[src/hw/rtl/pts_pkg.sv]
// Package for the periodic task tick scheduler: widths, command, mode and
// status codes, and the control and status bundles between its modules.
// Depends on nothing.
package pts_pkg;

  // Table size and result limits.
  localparam int MAX_TASKS_DEF = 8;
  localparam int RESULT_LIMIT  = 8;
  localparam int FOUND_W       = $clog2(RESULT_LIMIT + 1);

  // Field widths.
  localparam int CMD_W     = 2;
  localparam int PERIOD_W  = 8;
  localparam int MODE_W    = 2;
  localparam int STATUS_W  = 2;
  localparam int OUT_IDX_W = 3;

  // Configuration port.
  localparam int PADDR_W = 3;
  localparam int PDATA_W = 32;
  localparam logic [0:0] REG_MAX_PERIOD = 1'b0;
  localparam logic [PERIOD_W-1:0] MAX_PERIOD_RST = 8'd255;

  // Value loaded into a tick counter at creation and after a period ends.
  localparam logic [PERIOD_W-1:0] COUNTER_INIT = 8'd1;

  // Command codes.
  localparam logic [CMD_W-1:0] CMD_CREATE = 2'd0;
  localparam logic [CMD_W-1:0] CMD_TICK   = 2'd1;
  localparam logic [CMD_W-1:0] CMD_EXEC   = 2'd2;

  // Task modes.
  localparam logic [MODE_W-1:0] MODE_IDLE      = 2'd0;
  localparam logic [MODE_W-1:0] MODE_READY     = 2'd1;
  localparam logic [MODE_W-1:0] MODE_SUSPENDED = 2'd2;

  // Result status codes.
  localparam logic [STATUS_W-1:0] ST_OK     = 2'd0;
  localparam logic [STATUS_W-1:0] ST_NULL   = 2'd1;
  localparam logic [STATUS_W-1:0] ST_COUNT  = 2'd2;
  localparam logic [STATUS_W-1:0] ST_PERIOD = 2'd3;

  // Commands from the controller to the datapath.
  typedef struct packed {
    logic latch;      // capture the input transaction, clear walk state
    logic create;     // check and append a task, load its result
    logic read;       // read the table entry at the walk index
    logic tick_wb;    // write back the ticked entry
    logic exec_take;  // mark the entry idle, emit the held result
    logic step;       // advance the walk index
    logic flush;      // load the closing result
  } pts_ctl_t;

  // Status from the datapath to the controller.
  typedef struct packed {
    logic [CMD_W-1:0] cmd;
    logic             no_tasks;
    logic             at_last;
    logic             entry_ready;
    logic             pend_valid;
    logic             found_limit;
    logic             out_free;
  } pts_sts_t;

endpackage

[src/hw/rtl/pts_if.sv]
// Handshake interfaces for the scheduler's command and result channels.
// Depends on pts_pkg for field widths.
interface pts_req_if;
  logic                          valid;
  logic                          ready;
  logic [pts_pkg::CMD_W-1:0]     cmd;
  logic                          has_function;
  logic [pts_pkg::PERIOD_W-1:0]  period;
  logic [pts_pkg::MODE_W-1:0]    initial_state;

  modport source (output valid, cmd, has_function, period, initial_state, input ready);
  modport sink   (input valid, cmd, has_function, period, initial_state, output ready);
endinterface

interface pts_rsp_if;
  logic                           valid;
  logic                           ready;
  logic [pts_pkg::STATUS_W-1:0]   status;
  logic [pts_pkg::OUT_IDX_W-1:0]  task_index;
  logic                           run_valid;
  logic                           last;

  modport source (output valid, status, task_index, run_valid, last, input ready);
  modport sink   (input valid, status, task_index, run_valid, last, output ready);
endinterface

[src/hw/rtl/pts_datapath.sv]
// Datapath of the scheduler: task table memory, walk index, held result,
// output register and the max_period register.
// Depends on pts_pkg.
module pts_datapath #(
  parameter int MAX_TASKS = pts_pkg::MAX_TASKS_DEF
) (
  input  logic                            clk,
  input  logic                            rst,
  input  pts_pkg::pts_ctl_t               ctl,
  output pts_pkg::pts_sts_t               sts,
  input  logic [pts_pkg::CMD_W-1:0]       cmd,
  input  logic                            has_function,
  input  logic [pts_pkg::PERIOD_W-1:0]    period,
  input  logic [pts_pkg::MODE_W-1:0]      initial_state,
  input  logic                            cfg_we,
  input  logic [pts_pkg::PERIOD_W-1:0]    cfg_data,
  output logic [pts_pkg::PERIOD_W-1:0]    max_period,
  output logic                            out_valid,
  input  logic                            out_ready,
  output logic [pts_pkg::STATUS_W-1:0]    status,
  output logic [pts_pkg::OUT_IDX_W-1:0]   task_index,
  output logic                            run_valid,
  output logic                            last
);

  localparam int IDX_W = (MAX_TASKS > 1) ? $clog2(MAX_TASKS) : 1;
  localparam int CNT_W = $clog2(MAX_TASKS + 1);

  typedef struct packed {
    logic [pts_pkg::PERIOD_W-1:0] per;
    logic [pts_pkg::PERIOD_W-1:0] counter;
    logic [pts_pkg::MODE_W-1:0]   mode;
  } entry_t;

  // Slot number as shown on the result, kept to its low three bits.
  function automatic logic [pts_pkg::OUT_IDX_W-1:0] to_out_idx(input logic [IDX_W-1:0] s);
    logic [IDX_W+pts_pkg::OUT_IDX_W-1:0] w;
    w = (IDX_W + pts_pkg::OUT_IDX_W)'(s);
    return w[pts_pkg::OUT_IDX_W-1:0];
  endfunction

  entry_t mem [MAX_TASKS];
  entry_t rd_q;

  logic [pts_pkg::CMD_W-1:0]    cmd_q;
  logic                         has_fn_q;
  logic [pts_pkg::PERIOD_W-1:0] per_q;
  logic [pts_pkg::MODE_W-1:0]   init_q;
  logic [CNT_W-1:0]             task_count;
  logic [IDX_W-1:0]             idx;
  logic [IDX_W-1:0]             pend_idx;
  logic                         pend_valid;
  logic [pts_pkg::FOUND_W-1:0]  found;

  logic [pts_pkg::STATUS_W-1:0] create_status;
  logic                         create_ok;
  logic                         full;
  logic                         tick_hit;
  logic                         we;
  logic [IDX_W-1:0]             waddr;
  entry_t                       wdata;
  logic                         out_load;
  logic [pts_pkg::STATUS_W-1:0] status_next;
  logic [pts_pkg::OUT_IDX_W-1:0] task_index_next;
  logic                         run_valid_next;
  logic                         last_next;

  // Creation checks, in priority order.
  assign full = (task_count == CNT_W'(MAX_TASKS));

  always_comb begin
    priority if (!has_fn_q) begin
      create_status = pts_pkg::ST_NULL;
    end else if (full) begin
      create_status = pts_pkg::ST_COUNT;
    end else if (per_q > max_period) begin
      create_status = pts_pkg::ST_PERIOD;
    end else begin
      create_status = pts_pkg::ST_OK;
    end
  end

  assign create_ok = (create_status == pts_pkg::ST_OK);

  // Table write: a new task, a ticked entry, or an executed entry going idle.
  assign tick_hit = (rd_q.counter >= rd_q.per);

  always_comb begin
    we    = 1'b0;
    waddr = idx;
    wdata = rd_q;
    if (ctl.create) begin
      we    = create_ok;
      waddr = task_count[IDX_W-1:0];
      wdata = '{per: per_q, counter: pts_pkg::COUNTER_INIT, mode: init_q};
    end else if (ctl.tick_wb) begin
      we = (rd_q.mode != pts_pkg::MODE_SUSPENDED);
      if (tick_hit) begin
        wdata.counter = pts_pkg::COUNTER_INIT;
        wdata.mode    = pts_pkg::MODE_READY;
      end else begin
        wdata.counter = rd_q.counter + 8'd1;
      end
    end else if (ctl.exec_take) begin
      we         = 1'b1;
      wdata.mode = pts_pkg::MODE_IDLE;
    end
  end

  // Task table memory with a registered read port.
  always_ff @(posedge clk) begin
    if (we) begin
      mem[waddr] <= wdata;
    end
    if (ctl.read) begin
      rd_q <= mem[idx];
    end
  end

  // Captured transaction fields.
  always_ff @(posedge clk) begin
    if (ctl.latch) begin
      cmd_q    <= cmd;
      has_fn_q <= has_function;
      per_q    <= period;
      init_q   <= initial_state;
    end
    if (ctl.exec_take) begin
      pend_idx <= idx;
    end
  end

  // Walk state, task count and configuration.
  always_ff @(posedge clk) begin
    if (rst) begin
      max_period <= pts_pkg::MAX_PERIOD_RST;
      task_count <= '0;
      idx        <= '0;
      pend_valid <= 1'b0;
      found      <= '0;
    end else begin
      if (cfg_we) begin
        max_period <= cfg_data;
      end
      if (ctl.create && create_ok) begin
        task_count <= task_count + CNT_W'(1);
      end
      if (ctl.latch) begin
        idx        <= '0;
        pend_valid <= 1'b0;
        found      <= '0;
      end else begin
        if (ctl.step) begin
          idx <= idx + IDX_W'(1);
        end
        if (ctl.exec_take) begin
          pend_valid <= 1'b1;
          found      <= found + pts_pkg::FOUND_W'(1);
        end
      end
    end
  end

  // Next result: a creation outcome, a held ready task, or the closing one.
  assign out_load = ctl.create || (ctl.exec_take && pend_valid) || ctl.flush;

  always_comb begin
    status_next     = pts_pkg::ST_OK;
    task_index_next = '0;
    run_valid_next  = 1'b0;
    last_next       = 1'b1;
    if (ctl.create) begin
      status_next     = create_status;
      task_index_next = create_ok ? to_out_idx(task_count[IDX_W-1:0]) : '0;
    end else if (ctl.exec_take) begin
      task_index_next = to_out_idx(pend_idx);
      run_valid_next  = 1'b1;
      last_next       = 1'b0;
    end else if (pend_valid) begin
      task_index_next = to_out_idx(pend_idx);
      run_valid_next  = 1'b1;
    end
  end

  // Output register.
  always_ff @(posedge clk) begin
    if (rst) begin
      out_valid <= 1'b0;
    end else if (out_load) begin
      out_valid <= 1'b1;
    end else if (out_ready) begin
      out_valid <= 1'b0;
    end
  end

  always_ff @(posedge clk) begin
    if (out_load) begin
      status     <= status_next;
      task_index <= task_index_next;
      run_valid  <= run_valid_next;
      last       <= last_next;
    end
  end

  // Status toward the controller.
  always_comb begin
    sts.cmd         = cmd_q;
    sts.no_tasks    = (task_count == '0);
    sts.at_last     = ((CNT_W + 1)'(idx) + (CNT_W + 1)'(1)) == (CNT_W + 1)'(task_count);
    sts.entry_ready = (rd_q.mode == pts_pkg::MODE_READY);
    sts.pend_valid  = pend_valid;
    sts.found_limit = (found == pts_pkg::FOUND_W'(pts_pkg::RESULT_LIMIT - 1));
    sts.out_free    = !out_valid || out_ready;
  end

endmodule

[src/hw/rtl/pts_ctrl.sv]
// Controller of the scheduler: sequences create, the tick walk and the
// execute walk over the task table, with a read state and a process state per entry.
// Depends on pts_pkg.
module pts_ctrl (
  input  logic              clk,
  input  logic              rst,
  input  logic              item_valid,
  output logic              item_ready,
  input  pts_pkg::pts_sts_t sts,
  output pts_pkg::pts_ctl_t ctl
);

  typedef enum logic [5:0] {
    S_IDLE     = 6'b000001,
    S_DISPATCH = 6'b000010,
    S_CREATE   = 6'b000100,
    S_READ     = 6'b001000,
    S_PROC     = 6'b010000,
    S_FLUSH    = 6'b100000
  } state_t;

  state_t state;
  state_t state_next;

  assign item_ready = (state == S_IDLE);

  // State register.
  always_ff @(posedge clk) begin
    if (rst) begin
      state <= S_IDLE;
    end else begin
      state <= state_next;
    end
  end

  // Next state and datapath commands.
  always_comb begin
    state_next = state;
    ctl        = '0;
    unique case (state)
      S_IDLE: begin
        if (item_valid) begin
          ctl.latch  = 1'b1;
          state_next = S_DISPATCH;
        end
      end
      S_DISPATCH: begin
        unique case (sts.cmd)
          pts_pkg::CMD_CREATE: state_next = S_CREATE;
          pts_pkg::CMD_TICK,
          pts_pkg::CMD_EXEC:   state_next = sts.no_tasks ? S_FLUSH : S_READ;
          default:             state_next = S_FLUSH;
        endcase
      end
      S_CREATE: begin
        if (sts.out_free) begin
          ctl.create = 1'b1;
          state_next = S_IDLE;
        end
      end
      S_READ: begin
        ctl.read   = 1'b1;
        state_next = S_PROC;
      end
      S_PROC: begin
        if (sts.cmd == pts_pkg::CMD_TICK) begin
          ctl.tick_wb = 1'b1;
          if (sts.at_last) begin
            state_next = S_FLUSH;
          end else begin
            ctl.step   = 1'b1;
            state_next = S_READ;
          end
        end else if (sts.entry_ready) begin
          // A held result goes out only when the output register can take it.
          if (!sts.pend_valid || sts.out_free) begin
            ctl.exec_take = 1'b1;
            if (sts.at_last || sts.found_limit) begin
              state_next = S_FLUSH;
            end else begin
              ctl.step   = 1'b1;
              state_next = S_READ;
            end
          end
        end else if (sts.at_last) begin
          state_next = S_FLUSH;
        end else begin
          ctl.step   = 1'b1;
          state_next = S_READ;
        end
      end
      S_FLUSH: begin
        if (sts.out_free) begin
          ctl.flush  = 1'b1;
          state_next = S_IDLE;
        end
      end
      default: state_next = S_IDLE;
    endcase
  end

endmodule

[src/hw/rtl/periodic_task_tick_scheduler.sv]
// Top level of the periodic task tick scheduler: controller, datapath and
// the configuration register port. Depends on pts_pkg, pts_if, pts_ctrl, pts_datapath.
//
//   Channel   Kind         Direction  Carries
//   req       valid/ready  in         cmd, has_function, period, initial_state
//   rsp       valid/ready  out        status, task_index, run_valid, last
//   apb       psel/penable in         max_period register (byte address 0)
//
// A create passes through the dispatch and create states. A tick or execute
// walks the task table, which has one registered read port, so each entry
// takes a read state and a process state. An execute emits one result per ready
// task, at most eight. Reset is synchronous and empties the task table.
// A new transaction is taken while the last result still waits in the
// output register; a stalled output holds the walk at its next result.
module periodic_task_tick_scheduler #(
  parameter int MAX_TASKS = pts_pkg::MAX_TASKS_DEF
) (
  input  logic                          clk,
  input  logic                          rst,
  pts_req_if.sink                       req,
  pts_rsp_if.source                     rsp,
  input  logic                          psel,
  input  logic                          penable,
  input  logic                          pwrite,
  input  logic [pts_pkg::PADDR_W-1:0]   paddr,
  input  logic [pts_pkg::PDATA_W-1:0]   pwdata,
  output logic [pts_pkg::PDATA_W-1:0]   prdata,
  output logic                          pready
);

  pts_pkg::pts_ctl_t              ctl;
  pts_pkg::pts_sts_t              sts;
  logic                           cfg_we;
  logic [pts_pkg::PERIOD_W-1:0]   max_period;

  // Register access.
  assign pready = 1'b1;
  assign cfg_we = psel && penable && pwrite &&
                  (paddr[pts_pkg::PADDR_W-1:2] == pts_pkg::REG_MAX_PERIOD);
  assign prdata = (paddr[pts_pkg::PADDR_W-1:2] == pts_pkg::REG_MAX_PERIOD) ?
                  pts_pkg::PDATA_W'(max_period) : '0;

  pts_ctrl u_ctrl (
    .clk        (clk),
    .rst        (rst),
    .item_valid (req.valid),
    .item_ready (req.ready),
    .sts        (sts),
    .ctl        (ctl)
  );

  pts_datapath #(
    .MAX_TASKS (MAX_TASKS)
  ) u_datapath (
    .clk           (clk),
    .rst           (rst),
    .ctl           (ctl),
    .sts           (sts),
    .cmd           (req.cmd),
    .has_function  (req.has_function),
    .period        (req.period),
    .initial_state (req.initial_state),
    .cfg_we        (cfg_we),
    .cfg_data      (pwdata[pts_pkg::PERIOD_W-1:0]),
    .max_period    (max_period),
    .out_valid     (rsp.valid),
    .out_ready     (rsp.ready),
    .status        (rsp.status),
    .task_index    (rsp.task_index),
    .run_valid     (rsp.run_valid),
    .last          (rsp.last)
  );

endmodule

[src/flat_wrapper.sv]
// flat-port wrapper written by rule: the top's interface ports become plain ports
module periodic_task_tick_scheduler_flat 
#(
  parameter int MAX_TASKS = pts_pkg::MAX_TASKS_DEF
)
  (clk, rst, psel, penable, pwrite, paddr, pwdata, prdata, pready, req_valid, req_cmd, req_has_function, req_period, req_initial_state, req_ready, rsp_valid, rsp_status, rsp_task_index, rsp_run_valid, rsp_last, rsp_ready);
  pts_req_if req_i ();
  pts_rsp_if rsp_i ();
  input  logic clk;
  input  logic rst;
  input  logic psel;
  input  logic penable;
  input  logic pwrite;
  input  logic [pts_pkg::PADDR_W-1:0] paddr;
  input  logic [pts_pkg::PDATA_W-1:0] pwdata;
  output logic [pts_pkg::PDATA_W-1:0] prdata;
  output logic pready;
  input wire logic [$bits(req_i.valid)-1:0] req_valid;
  input wire logic [$bits(req_i.cmd)-1:0] req_cmd;
  input wire logic [$bits(req_i.has_function)-1:0] req_has_function;
  input wire logic [$bits(req_i.period)-1:0] req_period;
  input wire logic [$bits(req_i.initial_state)-1:0] req_initial_state;
  output wire logic [$bits(req_i.ready)-1:0] req_ready;
  output wire logic [$bits(rsp_i.valid)-1:0] rsp_valid;
  output wire logic [$bits(rsp_i.status)-1:0] rsp_status;
  output wire logic [$bits(rsp_i.task_index)-1:0] rsp_task_index;
  output wire logic [$bits(rsp_i.run_valid)-1:0] rsp_run_valid;
  output wire logic [$bits(rsp_i.last)-1:0] rsp_last;
  input wire logic [$bits(rsp_i.ready)-1:0] rsp_ready;
  assign req_i.valid = req_valid;
  assign req_i.cmd = req_cmd;
  assign req_i.has_function = req_has_function;
  assign req_i.period = req_period;
  assign req_i.initial_state = req_initial_state;
  assign req_ready = req_i.ready;
  assign rsp_valid = rsp_i.valid;
  assign rsp_status = rsp_i.status;
  assign rsp_task_index = rsp_i.task_index;
  assign rsp_run_valid = rsp_i.run_valid;
  assign rsp_last = rsp_i.last;
  assign rsp_i.ready = rsp_ready;
  periodic_task_tick_scheduler #(.MAX_TASKS(MAX_TASKS)) u_core (.clk(clk), .rst(rst), .req(req_i), .rsp(rsp_i), .psel(psel), .penable(penable), .pwrite(pwrite), .paddr(paddr), .pwdata(pwdata), .prdata(prdata), .pready(pready));
endmodule
[config.mk]
export PLATFORM = sky130hd
export DESIGN_NAME = periodic_task_tick_scheduler_flat
export DESIGN_NICKNAME = d
export VERILOG_FILES = /design/src/hw/rtl/pts_pkg.sv /design/src/hw/rtl/pts_if.sv /design/src/hw/rtl/pts_datapath.sv /design/src/hw/rtl/pts_ctrl.sv /design/src/hw/rtl/periodic_task_tick_scheduler.sv /design/src/flat_wrapper.sv
export SDC_FILE = /design/constraint.sdc
export NUM_CORES = 1
export LEC_CHECK = 0
export BUFFER_PORTS_ARGS = -buffer_cell sky130_fd_sc_hd__buf_4
export CORE_MARGIN = 5
export CORE_UTILIZATION = 59
export CTS_CLUSTER_DIAMETER = 200
export DETAILED_ROUTE_END_ITERATION = 16
export PLACE_DENSITY = 0.8
export SYNTH_ARGS = -nofsm -noshare
export SYNTH_HDL_FRONTEND = slang
export SYNTH_HIERARCHICAL = 1
export SYNTH_SLANG_ARGS = --single-unit
[constraint.sdc]
create_clock -name clk -period 4.7 [get_ports clk]
set_input_delay 0.705 -clock clk [delete_from_list [all_inputs] [get_ports clk]]
set_output_delay 0.705 -clock clk [all_outputs]
set_load 0.02 [all_outputs]
==> impl_metrics.csv <==
group,metric,value,unit
run,maxCapViolCount,0,
finish,final_cells,909,
clocking,cts_root_buf,"clkbuf_16",
synthesis,synth_seq_area_share,0.638,
grt,antenna_found_initial,0,
grt,grt_max_degree,41,
timing,post-route-period-util,0.746,
clocking,post_cts_buffers,0,
finish,syn2layout_area_growth,12.0,%
synthesis,synth.distinct_cells,66,
routing,vias_per_cell,5.98,
synthesis,postSynthAreaPerCell,15.3,um^2
synthesis,synth_area_leader_cell,"edfxtp_1",
timing,skew,0.0241,ns
routing,totalWireLength,19.2,mm
clocking,tritoncts,"done",
timing,drv_slew,0,
die,die_area,0.0188,mm^2
timing,finalHoldViolCount,0,
finish,multi_input_area,0.00315,mm^2
clocking,cts_resized,0,
clocking,htree_levels,1,
finish,final_area,0.0107,mm^2
synthesis,ys.flop_type,"edfxtp_1",
place,dpl-instance-area,0.0101,mm^2
finish,final_common_cell,"edfxtp_1",
finish,drive_gt1_frac,0.216,
routing,wl_per_cell,21.2,um
synthesis,async_reset_ff_frac,0,
finish,final_cell_mix,"edfxtp_1 (185), buf_4 (59), nand2_1 (46), nor2_1 (33), mux4_1 (30)",
place,gpl.final_weighted_congestion,0.833,
die,ioPinCount,97,
status,status,"finished, final reports clean",
die,core.rowCount,46,
routing,first_pass_iters,5,
timing,setup_viol,0,
die,dieWidth,137,um
power_and_ir_drop,power.density,359,mW/mm^2
finish,fill_cells,1078,
clocking,cts_buffers,22,
timing,worst_slew_pin_slew,0.923,ns
grt,grt_pass1_wl,29.6,mm
timing,max_freq,0.285,GHz
critical_path,path_common_cell,"nor2_1",
critical_path,crit_path_end_kind,"flip-flop",
timing,setup_tns,0,ns
routing,vias,5435,
die,die_h,137,um
critical_path,cp-start-kind,"flip-flop",
synthesis,yosys.area.top_type_share,0.581,
critical_path,crit_path_max_fanout,12,
timing,period_minus_slack,3.51,ns
routing,final_antenna_net_count,0,
critical_path,regToRegSetupSlack,1.19,ns
critical_path,crit_arrival,3.69,ns
routing,drc,0,
place,portBuffers,45,
grt,grt_overflow,0,
critical_path,slowest_stage,"or4_4",
timing,relSlewSlack,0.378,
min_path,hp-class,"primary input to flip-flop",
synthesis,synthTopCellsByArea,"edfxtp_1 (58%), mux4_1 (8.2%), dfxtp_1 (5.7%), ha_1 (3.0%), mux2_2 (2.7%)",
clocking,worstSkewPairLatency,0.52,ns
place,dp_cells,871,
synthesis,ys_seq_elements,212,
grt,grt_usage,0.208,
die,core_area,0.0159,mm^2
synthesis,synth-edff-count,185,
finish,seqCellArea,0.00610,mm^2
grt,grt_pass1_vias,5562,
timing,grt_setup_unrepaired,"no",
place,place_hpwl,12.1,mm
routing,initialDrtViolationCount,422,
finish,nets,757,
critical_path,max_stage_delay,0.60,ns
synthesis,syn_area,0.00956,mm^2
die,start_util,0.602,
clocking,cts_num_sinks,212,
synthesis,yosys_warnings,6,
power_and_ir_drop,leakage,3.76,nW
clocking,cts.path.max_buffers,3,
clocking,clk_pin_slew_worst_paths,0.06,ns
critical_path,required,4.89,ns
critical_path,path_cells,"or4_4 -> nor2_1 -> o2111a_1 -> nor2_1 -> nor2_1 -> o21ai_1 -> a21oi_2 -> buf_4",
power_and_ir_drop,vdd_drop_max,0.000283,V
timing,holdWs,0.385,ns
critical_path,crit_type,"flip-flop to flip-flop",
finish,antenna_cells,0,
clocking,cts_hold_buf,0,
synthesis,synth_cells,624,
==> state kept, by name, summed over array words and instances (netlist names), 3 cells and up <==
signal and cells:
u_core/u_datapath/found 4, u_core/u_ctrl/state 6, u_core/u_datapath/mem 144, u_core/u_datapath/pend_idx 3
u_core/u_datapath/rd_q 18, u_core/u_datapath/per_q 8, u_core/u_datapath/task_count 4, u_core/u_datapath/max_period 8
u_core/u_datapath/task_index 3, u_core/u_datapath/idx 3
==> worst paths after layout <==
| kind | depth (start not counted) | from | to |
|---|---|---|---|
| worst max-delay path | 8 | u_core/u_ctrl/state[1] | u_core/u_datapath/mem[4][14] |
| worst min register to register | 2 | u_core/u_datapath/max_period[4] | u_core/u_datapath/max_period[4] |
| worst min-delay path | 1 | req_initial_state[0] | u_core/u_datapath/init_q[0] |
| worst max register to register | 8 | u_core/u_ctrl/state[1] | u_core/u_datapath/mem[4][14] |
==> critical path, delay by kind of cell, from the launching register on <==
| family | cells | cell delay [ns] |
|---|---|---|
| compound gates | 3 | 1.41 |
| buf+inv | 1 | 0.35 |
| flops | 1 | 0.40 |
| simple gates | 4 | 1.01 |
==> layout make-up <==
type | instances | area share
flip-flops and latches | 212 | 0.569
multi-input cells | 354 | 0.294
clock buffers | 24 | 0.0521
repair buffers | 59 | 0.0414
well taps | 216 | 0.0252
inverters | 30 | 0.0105
clock inverters | 14 | 0.00689
==> cells by family after synthesis <==
logic type | synth area share
compound gates | 0.0565
fa+ha+maj | 0.0301
flops | 0.638
other cells | 0.000786
xor+xnor | 0.0128
mux | 0.132
buf+inv | 0.0457
simple gates | 0.0843
==> synthesized netlist by cell type (3+ instances only) <==
| cell | count |
|---|---|
| buf_4 | 27 |
| buf_6 | 4 |
| dfxtp_1 | 27 |
| o211ai_1 | 9 |
| a32o_1 | 3 |
| nand3_1 | 7 |
| nor2_1 | 33 |
| nor3_1 | 4 |
| mux4_1 | 30 |
| ha_1 | 23 |
| inv_1 | 29 |
| a211oi_1 | 6 |
| a32oi_1 | 3 |
| xor2_1 | 10 |
| xnor2_1 | 4 |
| clkbuf_1 | 15 |
| nand2_1 | 46 |
| nor2b_1 | 7 |
| mux4_2 | 6 |
| edfxtp_1 | 185 |
| mux2_2 | 23 |
| a21oi_1 | 20 |
| nand2b_1 | 5 |
| o21ai_0 | 15 |
| mux2i_1 | 8 |
| buf_1 | 4 |
| nand4_1 | 8 |
| nor3b_1 | 5 |
| nand3b_1 | 4 |
| and2b_2 | 8 |
==> routing by layer <==
metal  up-vias  share of wire  GRT usage
li1       2463              -          -
met1      2707           0.39      0.265
met2       211           0.51      0.362
met3        54          0.066     0.0321
met4         0          0.034     0.0771
met5         -              0          0
==> where the power goes <==
part,switching [mW],total [mW],internal [mW]
Sequential,0.0305,2.09,2.06
Clock,0.688,1.54,0.853
Combinational,0.126,0.214,0.0881
==> metrics by stage <==
step                utilization  setup slack (ns)  total power, mW
global route              0.674             0.955             3.98
detailed placement        0.634              1.16             2.34
finish                    0.674              1.19             3.85
global placement          0.634              1.33             2.33
CTS                       0.674              1.17             3.88
floorplan                     -              1.33             2.28
Note: power is estimated with default switching activity, not from simulation.
